**src/design/tsl_pkg.sv**
```systemverilog
package tsl_pkg;

	localparam int FRAC_BITS          = 8;
	localparam int MAX_TILES_PER_AXIS = 256;
	localparam int MAX_TILE_SIZE      = 4096;

	localparam int COORD_W = 28;
	localparam int INT_W   = COORD_W - FRAC_BITS;
	localparam int CNT_W   = 9;
	localparam int SIZE_W  = 13;
	localparam int IDX_W   = 8;
	localparam int CFG_W   = 13;
	localparam int CFG_IDX_W = 3;

	localparam logic [CFG_IDX_W-1:0] CFG_TILE_COLS = 3'd0;
	localparam logic [CFG_IDX_W-1:0] CFG_TILE_ROWS = 3'd1;
	localparam logic [CFG_IDX_W-1:0] CFG_TILE_W    = 3'd2;
	localparam logic [CFG_IDX_W-1:0] CFG_TILE_H    = 3'd3;
	localparam logic [CFG_IDX_W-1:0] CFG_PITCH_X   = 3'd4;
	localparam logic [CFG_IDX_W-1:0] CFG_PITCH_Y   = 3'd5;

	typedef struct packed {
		logic [COORD_W-1:0] point_x;
		logic [COORD_W-1:0] point_y;
	} point_t;

	typedef struct packed {
		logic             found;
		logic [IDX_W-1:0] edge_col;
		logic [IDX_W-1:0] edge_row;
		logic             edge_dir;
	} result_t;

	typedef struct packed {
		logic [COORD_W-1:0] px;
		logic [COORD_W-1:0] py;
		logic               miss;
		logic               satx;
		logic               saty;
	} carry_t;

endpackage

```
**src/design/tsl_div.sv**
```systemverilog
// quotient of num / den, assumed below 256; two quotient bits per stage, four stages
module tsl_div (
	input  logic                      clk,
	input  logic                      en,
	input  logic [tsl_pkg::INT_W-1:0]  num,
	input  logic [tsl_pkg::SIZE_W-1:0] den,
	output logic [tsl_pkg::IDX_W-1:0]  quo
);

	logic [20:0] rem_d [0:3];
	logic [7:0]  quo_d [0:3];
	logic [20:0] rem_s [1:4];
	logic [7:0]  quo_s [1:4];

	assign rem_d[0] = 21'(num);
	assign quo_d[0] = '0;

	for (genvar k = 0; k < 4; k++) begin : g_stage
		localparam int SH0 = 7 - 2 * k;
		localparam int SH1 = 6 - 2 * k;
		logic [20:0] sub_a, sub_b, rem_a, rem_b;
		logic [7:0]  quo_a, quo_b;

		if (k > 0) begin : g_link
			assign rem_d[k] = rem_s[k];
			assign quo_d[k] = quo_s[k];
		end

		always_comb begin
			sub_a = 21'(den) << SH0;
			sub_b = 21'(den) << SH1;
			rem_a = rem_d[k];
			quo_a = quo_d[k];
			if (rem_a >= sub_a) begin
				rem_a = rem_a - sub_a;
				quo_a[SH0] = 1'b1;
			end
			rem_b = rem_a;
			quo_b = quo_a;
			if (rem_b >= sub_b) begin
				rem_b = rem_b - sub_b;
				quo_b[SH1] = 1'b1;
			end
		end

		always_ff @(posedge clk) begin
			if (en) begin
				rem_s[k+1] <= rem_b;
				quo_s[k+1] <= quo_b;
			end
		end
	end

	assign quo = quo_s[4];

endmodule

```
**src/design/tile_seam_locator_top.sv**
```systemverilog
// an accepted word is registered through stages 1 to 8 and then the output register before it appears on result
// throughput: one word per cycle; the whole pipeline holds while a valid result is stalled
// the column and row come from two 4-stage restoring dividers, 2 quotient bits per stage
// reset: valid bits cleared, registers back to 1 column, 1 row, size and pitch 256
module tile_seam_locator_top (
	input  logic                          clk,
	input  logic                          arst_n,
	input  logic                          point_valid,
	output logic                          point_stall,
	input  tsl_pkg::point_t               point,
	output logic                          result_valid,
	input  logic                          result_stall,
	output tsl_pkg::result_t              result,
	input  logic                          cfg_we,
	input  logic [tsl_pkg::CFG_IDX_W-1:0] cfg_index,
	input  logic [tsl_pkg::CFG_W-1:0]     cfg_data
);

	logic [tsl_pkg::CNT_W-1:0]  tile_cols_q, tile_rows_q;
	logic [tsl_pkg::SIZE_W-1:0] tile_w_q, tile_h_q, pitch_x_q, pitch_y_q;

	always_ff @(posedge clk or negedge arst_n) begin
		if (!arst_n) begin
			tile_cols_q <= 9'd1;
			tile_rows_q <= 9'd1;
			tile_w_q    <= 13'd256;
			tile_h_q    <= 13'd256;
			pitch_x_q   <= 13'd256;
			pitch_y_q   <= 13'd256;
		end else if (cfg_we) begin
			unique case (cfg_index)
				tsl_pkg::CFG_TILE_COLS: tile_cols_q <= cfg_data[8:0];
				tsl_pkg::CFG_TILE_ROWS: tile_rows_q <= cfg_data[8:0];
				tsl_pkg::CFG_TILE_W:    tile_w_q    <= cfg_data;
				tsl_pkg::CFG_TILE_H:    tile_h_q    <= cfg_data;
				tsl_pkg::CFG_PITCH_X:   pitch_x_q   <= cfg_data;
				tsl_pkg::CFG_PITCH_Y:   pitch_y_q   <= cfg_data;
				default: ;
			endcase
		end
	end

	// saturated settings
	logic [8:0]  cols, rows;
	logic [12:0] tw, th, sx, sy;
	logic [7:0]  col_max, row_max;
	logic        ovx_pos, ovy_pos;
	logic [11:0] ovx, ovy;
	logic [12:0] ovx_full, ovy_full;

	assign cols = (tile_cols_q > 9'(tsl_pkg::MAX_TILES_PER_AXIS)) ?
		9'(tsl_pkg::MAX_TILES_PER_AXIS) : tile_cols_q;
	assign rows = (tile_rows_q > 9'(tsl_pkg::MAX_TILES_PER_AXIS)) ?
		9'(tsl_pkg::MAX_TILES_PER_AXIS) : tile_rows_q;
	assign tw = (tile_w_q > 13'(tsl_pkg::MAX_TILE_SIZE)) ? 13'(tsl_pkg::MAX_TILE_SIZE) : tile_w_q;
	assign th = (tile_h_q > 13'(tsl_pkg::MAX_TILE_SIZE)) ? 13'(tsl_pkg::MAX_TILE_SIZE) : tile_h_q;
	assign sx = (pitch_x_q > 13'(tsl_pkg::MAX_TILE_SIZE)) ? 13'(tsl_pkg::MAX_TILE_SIZE) : pitch_x_q;
	assign sy = (pitch_y_q > 13'(tsl_pkg::MAX_TILE_SIZE)) ? 13'(tsl_pkg::MAX_TILE_SIZE) : pitch_y_q;
	assign col_max  = 8'(cols - 9'd1);
	assign row_max  = 8'(rows - 9'd1);
	assign ovx_pos  = tw > sx;
	assign ovy_pos  = th > sy;
	assign ovx_full = tw - sx;
	assign ovy_full = th - sy;
	assign ovx      = ovx_full[11:0];
	assign ovy      = ovy_full[11:0];

	logic adv;
	assign adv         = !result_valid || !result_stall;
	assign point_stall = !adv;

	// stage 1: map extent and quotient overflow
	logic [20:0] ext_x, ext_y;
	logic [19:0] nx, ny;
	tsl_pkg::carry_t carry_s [1:5];
	logic [1:8] v_s;

	assign nx    = point.point_x[27:8];
	assign ny    = point.point_y[27:8];
	assign ext_x = 21'(col_max) * 21'(sx) + 21'(tw);
	assign ext_y = 21'(row_max) * 21'(sy) + 21'(th);

	always_ff @(posedge clk or negedge arst_n) begin
		if (!arst_n) begin
			v_s <= '0;
		end else if (adv) begin
			v_s <= {point_valid, v_s[1:7]};
		end
	end

	always_ff @(posedge clk) begin
		if (adv) begin
			carry_s[1].px   <= point.point_x;
			carry_s[1].py   <= point.point_y;
			carry_s[1].miss <= (cols == 9'd0) || (rows == 9'd0) || (sx == 13'd0) ||
				(sy == 13'd0) || (21'(nx) >= ext_x) || (21'(ny) >= ext_y);
			carry_s[1].satx <= 21'(nx) >= {sx, 8'd0};
			carry_s[1].saty <= 21'(ny) >= {sy, 8'd0};
			for (int i = 2; i <= 5; i++) begin
				carry_s[i] <= carry_s[i-1];
			end
		end
	end

	// stages 2 to 5: division by the pitch
	logic [7:0] qx, qy;

	tsl_div u_div_x (
		.clk (clk),
		.en  (adv),
		.num (carry_s[1].px[27:8]),
		.den (sx),
		.quo (qx)
	);

	tsl_div u_div_y (
		.clk (clk),
		.en  (adv),
		.num (carry_s[1].py[27:8]),
		.den (sy),
		.quo (qy)
	);

	// stage 6: clamp and band starts
	logic [7:0]  col_c, row_c;
	logic [7:0]  col_s6, row_s6;
	logic [20:0] vstart_s6, hstart_s6;
	logic [27:0] px_s6, py_s6;
	logic        miss_s6;

	assign col_c = (carry_s[5].satx || qx > col_max) ? col_max : qx;
	assign row_c = (carry_s[5].saty || qy > row_max) ? row_max : qy;

	always_ff @(posedge clk) begin
		if (adv) begin
			col_s6    <= col_c;
			row_s6    <= row_c;
			vstart_s6 <= 21'(col_c) * 21'(sx);
			hstart_s6 <= 21'(row_c) * 21'(sy);
			px_s6     <= carry_s[5].px;
			py_s6     <= carry_s[5].py;
			miss_s6   <= carry_s[5].miss;
		end
	end

	// stage 7: band tests and doubled distances from band centres
	logic [20:0] vend, hend;
	logic [30:0] av, bv, ah, bh;
	logic [30:0] dv_s7, dh_s7;
	logic        in_v_s7, in_h_s7, miss_s7;
	logic [7:0]  col_s7, row_s7;

	assign vend = vstart_s6 + 21'(ovx);
	assign hend = hstart_s6 + 21'(ovy);
	assign av   = {2'd0, px_s6, 1'b0};
	assign ah   = {2'd0, py_s6, 1'b0};
	assign bv   = {1'b0, vstart_s6, 9'd0} + {11'd0, ovx, 8'd0};
	assign bh   = {1'b0, hstart_s6, 9'd0} + {11'd0, ovy, 8'd0};

	always_ff @(posedge clk) begin
		if (adv) begin
			in_v_s7 <= (col_s6 != 8'd0) && ovx_pos && ({1'b0, px_s6} < {vend, 8'd0});
			in_h_s7 <= (row_s6 != 8'd0) && ovy_pos && ({1'b0, py_s6} < {hend, 8'd0});
			dv_s7   <= (av >= bv) ? av - bv : bv - av;
			dh_s7   <= (ah >= bh) ? ah - bh : bh - ah;
			col_s7  <= col_s6;
			row_s7  <= row_s6;
			miss_s7 <= miss_s6;
		end
	end

	// stage 8: cross products
	logic [42:0] pv_s8, ph_s8;
	logic        in_v_s8, in_h_s8, miss_s8;
	logic [7:0]  col_s8, row_s8;

	always_ff @(posedge clk) begin
		if (adv) begin
			pv_s8   <= 43'(dv_s7) * 43'(ovy);
			ph_s8   <= 43'(dh_s7) * 43'(ovx);
			in_v_s8 <= in_v_s7;
			in_h_s8 <= in_h_s7;
			col_s8  <= col_s7;
			row_s8  <= row_s7;
			miss_s8 <= miss_s7;
		end
	end

	// output register
	logic             pick_v, hit;
	tsl_pkg::result_t res_d, result_q;

	assign pick_v = (in_v_s8 && in_h_s8) ? (pv_s8 <= ph_s8) : in_v_s8;
	assign hit    = !miss_s8 && (in_v_s8 || in_h_s8);

	always_comb begin
		res_d = '0;
		if (hit) begin
			res_d.found = 1'b1;
			if (pick_v) begin
				res_d.edge_col = col_s8 - 8'd1;
				res_d.edge_row = row_s8;
				res_d.edge_dir = 1'b0;
			end else begin
				res_d.edge_col = col_s8;
				res_d.edge_row = row_s8 - 8'd1;
				res_d.edge_dir = 1'b1;
			end
		end
	end

	always_ff @(posedge clk or negedge arst_n) begin
		if (!arst_n) begin
			result_valid <= 1'b0;
		end else if (adv) begin
			result_valid <= v_s[8];
		end
	end

	always_ff @(posedge clk) begin
		if (adv) begin
			result_q <= res_d;
		end
	end

	assign result = result_q;

endmodule
```
**config.mk**
```make
export PLATFORM = sky130hd
export DESIGN_NAME = tile_seam_locator_top
export DESIGN_NICKNAME = d
export VERILOG_FILES = /design/src/design/tsl_pkg.sv /design/src/design/tsl_div.sv /design/src/design/tile_seam_locator_top.sv
export SDC_FILE = /design/constraint.sdc
export NUM_CORES = 2
export LEC_CHECK = 0
export BUFFER_PORTS_ARGS = -buffer_cell sky130_fd_sc_hd__buf_2
export CORE_MARGIN = 1.5
export CORE_UTILIZATION = 40
export CTS_BUF_LIST = sky130_fd_sc_hd__clkbuf_4 sky130_fd_sc_hd__clkbuf_8
export CTS_CLUSTER_DIAMETER = 50
export DETAILED_ROUTE_END_ITERATION = 10
export GPL_TIMING_DRIVEN = 0
export HOLD_SLACK_MARGIN = 0.03
export SLEW_MARGIN = 40
export SYNTH_ARGS = -nofsm -noshare
export SYNTH_HDL_FRONTEND = slang
export SYNTH_SLANG_ARGS = --single-unit
```
**constraint.sdc**
```tcl
create_clock -name clk -period 35.9 [get_ports clk]
set_clock_uncertainty 0.15 [all_clocks]
set_input_delay 5.385 -clock clk [delete_from_list [all_inputs] [get_ports clk]]
set_output_delay 5.385 -clock clk [all_outputs]
set_load 0.01 [all_outputs]
```
Word-level counts from Yosys, hierarchy flattened
Memories as Yosys holds them, arrays and structs flattened. Cells that the tools add are included.

Order comparisons: 35. Add/subtract/negate cells: 32. Reductions and logical operators: 32. $mul: 6. Muxes and demuxes: 47. Equality and inequality tests: 5.

Operators by type and width (number): two-way mux 21 bit (16); multiplier 31 x 12 -> 43 bit (2); >= comparator 20 x 21 -> 1 bit (4); multiplier 8 x 13 -> 21 bit (4); adder 30 x 20 -> 31 bit (2); >= comparator 29 x 31 -> 1 bit (2); two-way mux 31 bit (2); subtractor 29 x 31 -> 31 bit (2); subtractor 31 x 29 -> 31 bit (2); less-than comparator 28 x 29 -> 1 bit (2); > comparator 13 bit (second input constant) (4); two-way mux 13 bit (4); less-or-equal comparator 43 bit (1); adder 21 x 12 -> 21 bit (2); adder 21 x 13 -> 21 bit (2); >= comparator 21 x 13 -> 1 bit (2); >= comparator 21 x 14 -> 1 bit (2); >= comparator 21 x 15 -> 1 bit (2); >= comparator 21 x 16 -> 1 bit (2); >= comparator 21 x 17 -> 1 bit (2); >= comparator 21 x 18 -> 1 bit (2); >= comparator 21 x 19 -> 1 bit (2); subtractor 20 x 20 -> 21 bit (2); subtractor 21 x 13 -> 21 bit (2); 28 further kinds (88).

Memories kept: 5. Input bits: 77. Logic and storage cells: 195. Output and inout bits: 20. Bits in writable memories: 527. Bits in registers: 398.

Memories: carry_s (words 5, bits a word 59, read ports 5, clocked after memory_dff 0, write ports 5, line tile_seam_locator_top.sv:75) `tsl_pkg::carry_t carry_s [1:5];`; u_div_x.rem_s (words 4, bits a word 21, read ports 3, clocked after memory_dff 0, write ports 4, line tsl_div.sv:12) `logic [20:0] rem_s [1:4];`; u_div_y.rem_s (words 4, bits a word 21, read ports 3, clocked after memory_dff 0, write ports 4, line tsl_div.sv:12); u_div_x.quo_s (words 4, bits a word 8, read ports 4, clocked after memory_dff 0, write ports 4, line tsl_div.sv:13) `logic [7:0] quo_s [1:4];`; u_div_y.quo_s (words 4, bits a word 8, read ports 4, clocked after memory_dff 0, write ports 4, line tsl_div.sv:13).

Depth between registers and ports, before layout
Word-level depth: 8. Mapped depth: 39. Mapped depth without buffers: 35.

Modules after synthesis
Synthesis repeated with hierarchy kept, for this count alone.

Cell total of the unflattened synthesis: 8808. Area, all modules: 86809.5 um^2.

Modules (own cells, without submodules): tile_seam_locator_top (area each 69520.4 um^2, cells an instance 6924, sequential area each 20302.0 um^2, times used 1); tsl_div (u_div_y) (area each 8659.6 um^2, cells an instance 940, sequential area each 2492.4 um^2, times used 1); tsl_div (u_div_x) (area each 8629.5 um^2, cells an instance 944, sequential area each 2492.4 um^2, times used 1).

Least setup slack after synthesis
No wires, ideal clock.

Path kind: input to output. Start point: input result_stall. End point: output point_stall. Required time: 30365 ps. Data arrival time: 28041 ps. Setup slack: 2324 ps. Cell stages on the path: 3. Path buffers: 1. Cells stage by stage: nand2_1 -> clkbuf_1 -> inv_1.

Cells in the longest elaborated chain, start to end: 3.

RTL lines: from (decl) (line tile_seam_locator_top.sv:12) `input logic result_stall,`; logical NOT 1 bit (line tile_seam_locator_top.sv:69) `assign adv = !result_valid || !result_stall;`; logical OR 1 bit (line tile_seam_locator_top.sv:69); logical NOT 1 bit (line tile_seam_locator_top.sv:70) `assign point_stall = !adv;`; to (decl) (line tile_seam_locator_top.sv:9) `output logic point_stall,`.

No other way between the ends.

Worst setup path in the final report
Same ends and word-level chain as after synthesis.

==> flow_summary_export.csv <==
group,metric,value,unit
status,status,"complete, no violations",
floorplan,start_util,40.4,%
global_routing,grt.total_usage,22.0,%
setup_path,reg2reg_depth,34,
setup_path,crit_arrival,6230,ps
clocking,h-tree-depth,4,
place,place.gp.congestion,0.932,
timing,worst_pin_slew,1010,ps
timing,rsz0062_at_grt,"no",
clocking,post_cts_buffers,0,
timing,setup_viol,0,
logic_synthesis,ys_ff_latch,831,
routing,dr.pass1.iters,5,
clocking,worstSkewPairLatency,960,ps
clocking,hold_buffers,0,
floorplan,die_x,466,µm
logic_synthesis,synthMuxAreaShare,2.10,%
setup_path,reg2reg_from,"pitch_y_q[12]$_DFFE_PN0P_",
logic_synthesis,synth_area,85800,µm²
worst_hold_path,min_delay_path_depth,0,
clocking,cts_inserted_buffers,163,
global_routing,grt_pass1_vias,65400,
timing,hold-worst-slack,226,ps
timing,worst_slew_margin_rel,32.5,%
clocking,clockBufferDepth,3,
place,dp_hpwl,194000,µm
routing,vias,64000,
global_routing,grt-ovfl-total,0,
timing,fin_crit,11760,ps
floorplan,die_area,217000,µm²
floorplan,rows,169,
logic_synthesis,synth-compound-area-share,10.7,%
global_routing,antenna_found_initial,7,
routing,top_layer_used,"met5",
routing,route.met3.wl,13300,µm
clocking,path_clk_slew,60,ps
logic_synthesis,synth-warning-count,0,
logic_synthesis,yosysUniqueCellTypes,95,
run,maxCapViolations,0,
worst_hold_path,hp-class,"reg2reg",
routing,wl_met2,111000,µm
setup_path,critPathKind,"in2out",
place,io_buffer_count,96,
logic_synthesis,yosys.area_share.simple,14.1,%
routing,drc,0,
setup_path,crit_path_end_kind,"output pin",
layout,final_nets,10900,
clocking,clock-sinks,831,
logic_synthesis,synth_xor_area_share,4.19,%
setup_path,worstPathRequired,30360,ps
global_routing,grt_pass1_wl,371000,µm
routing,ant_nets,0,
worst_hold_path,holdCritStartpoint,"carry_s[5][8]$_DFFE_PN_",
routing,wl,239000,µm
setup_path,startpoint,"result_stall",
logic_synthesis,synth_seq_area_share,28.6,%
floorplan,coreArea,213000,µm²
logic_synthesis,synth_area_per_cell,9.72,µm²
clocking,cts_resized,0,
logic_synthesis,synth_fa_ha_area_share,32.8,%
layout,drive_above_1_share,7.44,%
routing,wire_per_inst,19.8,µm
logic_synthesis,netlist_instances,8827,
setup_path,r2r_slack,24500,ps
global_routing,grt_max_degree,52,
timing,drv_slew,0,
setup_path,path_max_fanout,28,
layout,syn_to_final_growth,10.0,%
timing,finalCritPeriodShare,32.8,%
logic_synthesis,synth_top_family_by_area,"adder cells",
timing,max_freq,0.0850,GHz
timing,hold_viol_final,0,
setup_path,cp-start-kind,"primary input",
logic_synthesis,async_reset_ff_share,9.51,%
place,place_ws,24130,ps
timing,tns,0,ps
routing,first_iter_violations,4546,
floorplan,die_height,466,µm
routing,met1Wirelength,107000,µm
layout,fillers,20600,
routing,viasPerCell,5.29,
logic_synthesis,syn_nets,10600,
logic_synthesis,synth_edf_count,752,
clocking,cts_tree,"yes",
layout,utilization,44.4,%
logic_synthesis,synthFlopType,"edfxtp_1",
clocking,cts_root_buf,"clkbuf_8",
floorplan,io_pins,97,
timing,worst_slack,24140,ps
[critical path: stages]
cell      delay (ps)
buf_2            100
nand2_1           70
clkbuf_4         450
inv_1             70
buf_2            150
[stage by stage]
step,instances,area [µm²]
finish,12100,94400
global route,12100,94400
CTS,12100,94400
detailed placement,11800,90800
global placement,11700,89800
floorplan,8827,85800
[synth_stat cells, types with 39 or more instances]
library cell / instances / area (µm²)
a31oi_1: 47 / 294
o21bai_1: 53 / 398
nand2_1: 983 / 3690
a211oi_1: 46 / 345
xor2_1: 143 / 1250
ha_1: 856 / 10700
inv_1: 1406 / 5280
o21a_1: 74 / 556
xnor2_1: 268 / 2350
nor2_1: 554 / 2080
nor2b_1: 109 / 682
clkbuf_1: 251 / 942
mux2i_1: 40 / 400
nand2b_1: 105 / 657
mux2_2: 119 / 1340
a21boi_0: 39 / 293
nor3_1: 109 / 546
o31ai_1: 45 / 338
fa_1: 872 / 17500
and3_1: 50 / 313
edfxtp_1: 752 / 22600
nand4_1: 81 / 507
and2_1: 275 / 1720
or3_1: 42 / 263
a21o_1: 196 / 1470
nand3_1: 99 / 495
dfrtp_1: 73 / 1830
o21ai_0: 293 / 1470
a21oi_1: 433 / 2170
[routing by layer]
| metal | vias up | track usage (%) |
|---|---|---|
| met4 | 2 | 7.88 |
| met2 | 1752 | 35.8 |
| li1 | 30100 | - |
| met5 | - | 0 |
| met1 | 31800 | 29.8 |
| met3 | 345 | 3.08 |
[flip-flops by register name, summed over array words and instances, names as in the netlist, 21 cells and up]
name           flops
carry_s          295
u_div_x.rem_s     51
u_div_y.rem_s     51
ph_s8             42
pv_s8             42
dh_s7             30
dv_s7             30
px_s6             28
py_s6             28
hstart_s6         21
vstart_s6         21
[kinds of logic after synthesis]
kind of cell,count (synthesis)
AO/OA/AOI/OAI,1439
XOR/XNOR,411
adder cells (fa/ha/maj),1728
buffers and inverters,1694
flip-flops,831
multiplexers,163
AND/OR/NAND/NOR,2561
[layout by cell type, fill, tap and decap left out, types with 19 or more instances in the layout]
cell      count
a211oi_1     45
a21boi_0     39
a21o_1      196
a21oi_1     431
a31oi_1      47
and2_1      275
and3_1       50
buf_12       20
buf_2       109
clkbuf_1    220
clkbuf_2     30
clkbuf_4     34
clkbuf_8    171
clkinv_1     42
clkinv_2     19
dfrtp_1      73
edfxtp_1    752
fa_1        872
ha_1        856
inv_1      1398
mux2_2      119
mux2i_1      38
nand2_1     983
nand2b_1    105
nand3_1      99
nand4_1      81
nor2_1      553
nor2b_1     106
nor3_1      108
nor4_1       34
o211ai_1     35
o21a_1       74
o21ai_0     293
o21bai_1     53
o31ai_1      45
or2_2        25
or3_1        42
or4_1        21
xnor2_1     259
xor2_1      141
[area by class of cell]
type                       instances  area [µm²]  area share [%]
multi-input combinational       6302       55000            58.3
tap                             2821        3530            3.74
inverter                        1422        5340            5.65
buffer                           272        1110            1.17
sequential                       831       24600            26.0
clock buffer                     204        2600            2.75
antenna                            7        17.5          0.0185
clock inverter                    98         992            1.05
timing repair buffer             136        1250            1.32
[worst paths after layout]
kind,to
worst max-delay path,point_stall
worst min-delay path,py_s6[5]$_DFFE_PN_
worst max register to register,pv_s8[31]$_DFFE_PN_
worst min register to register,py_s6[5]$_DFFE_PN_
max in group asynchronous,tile_h_q[8]$_DFFE_PN1P_
min in group asynchronous,tile_cols_q[6]$_DFFE_PN0P_
Power is not shown: default switching activity piles up to over one toggle a cycle in this logic, so the estimate is an artifact.
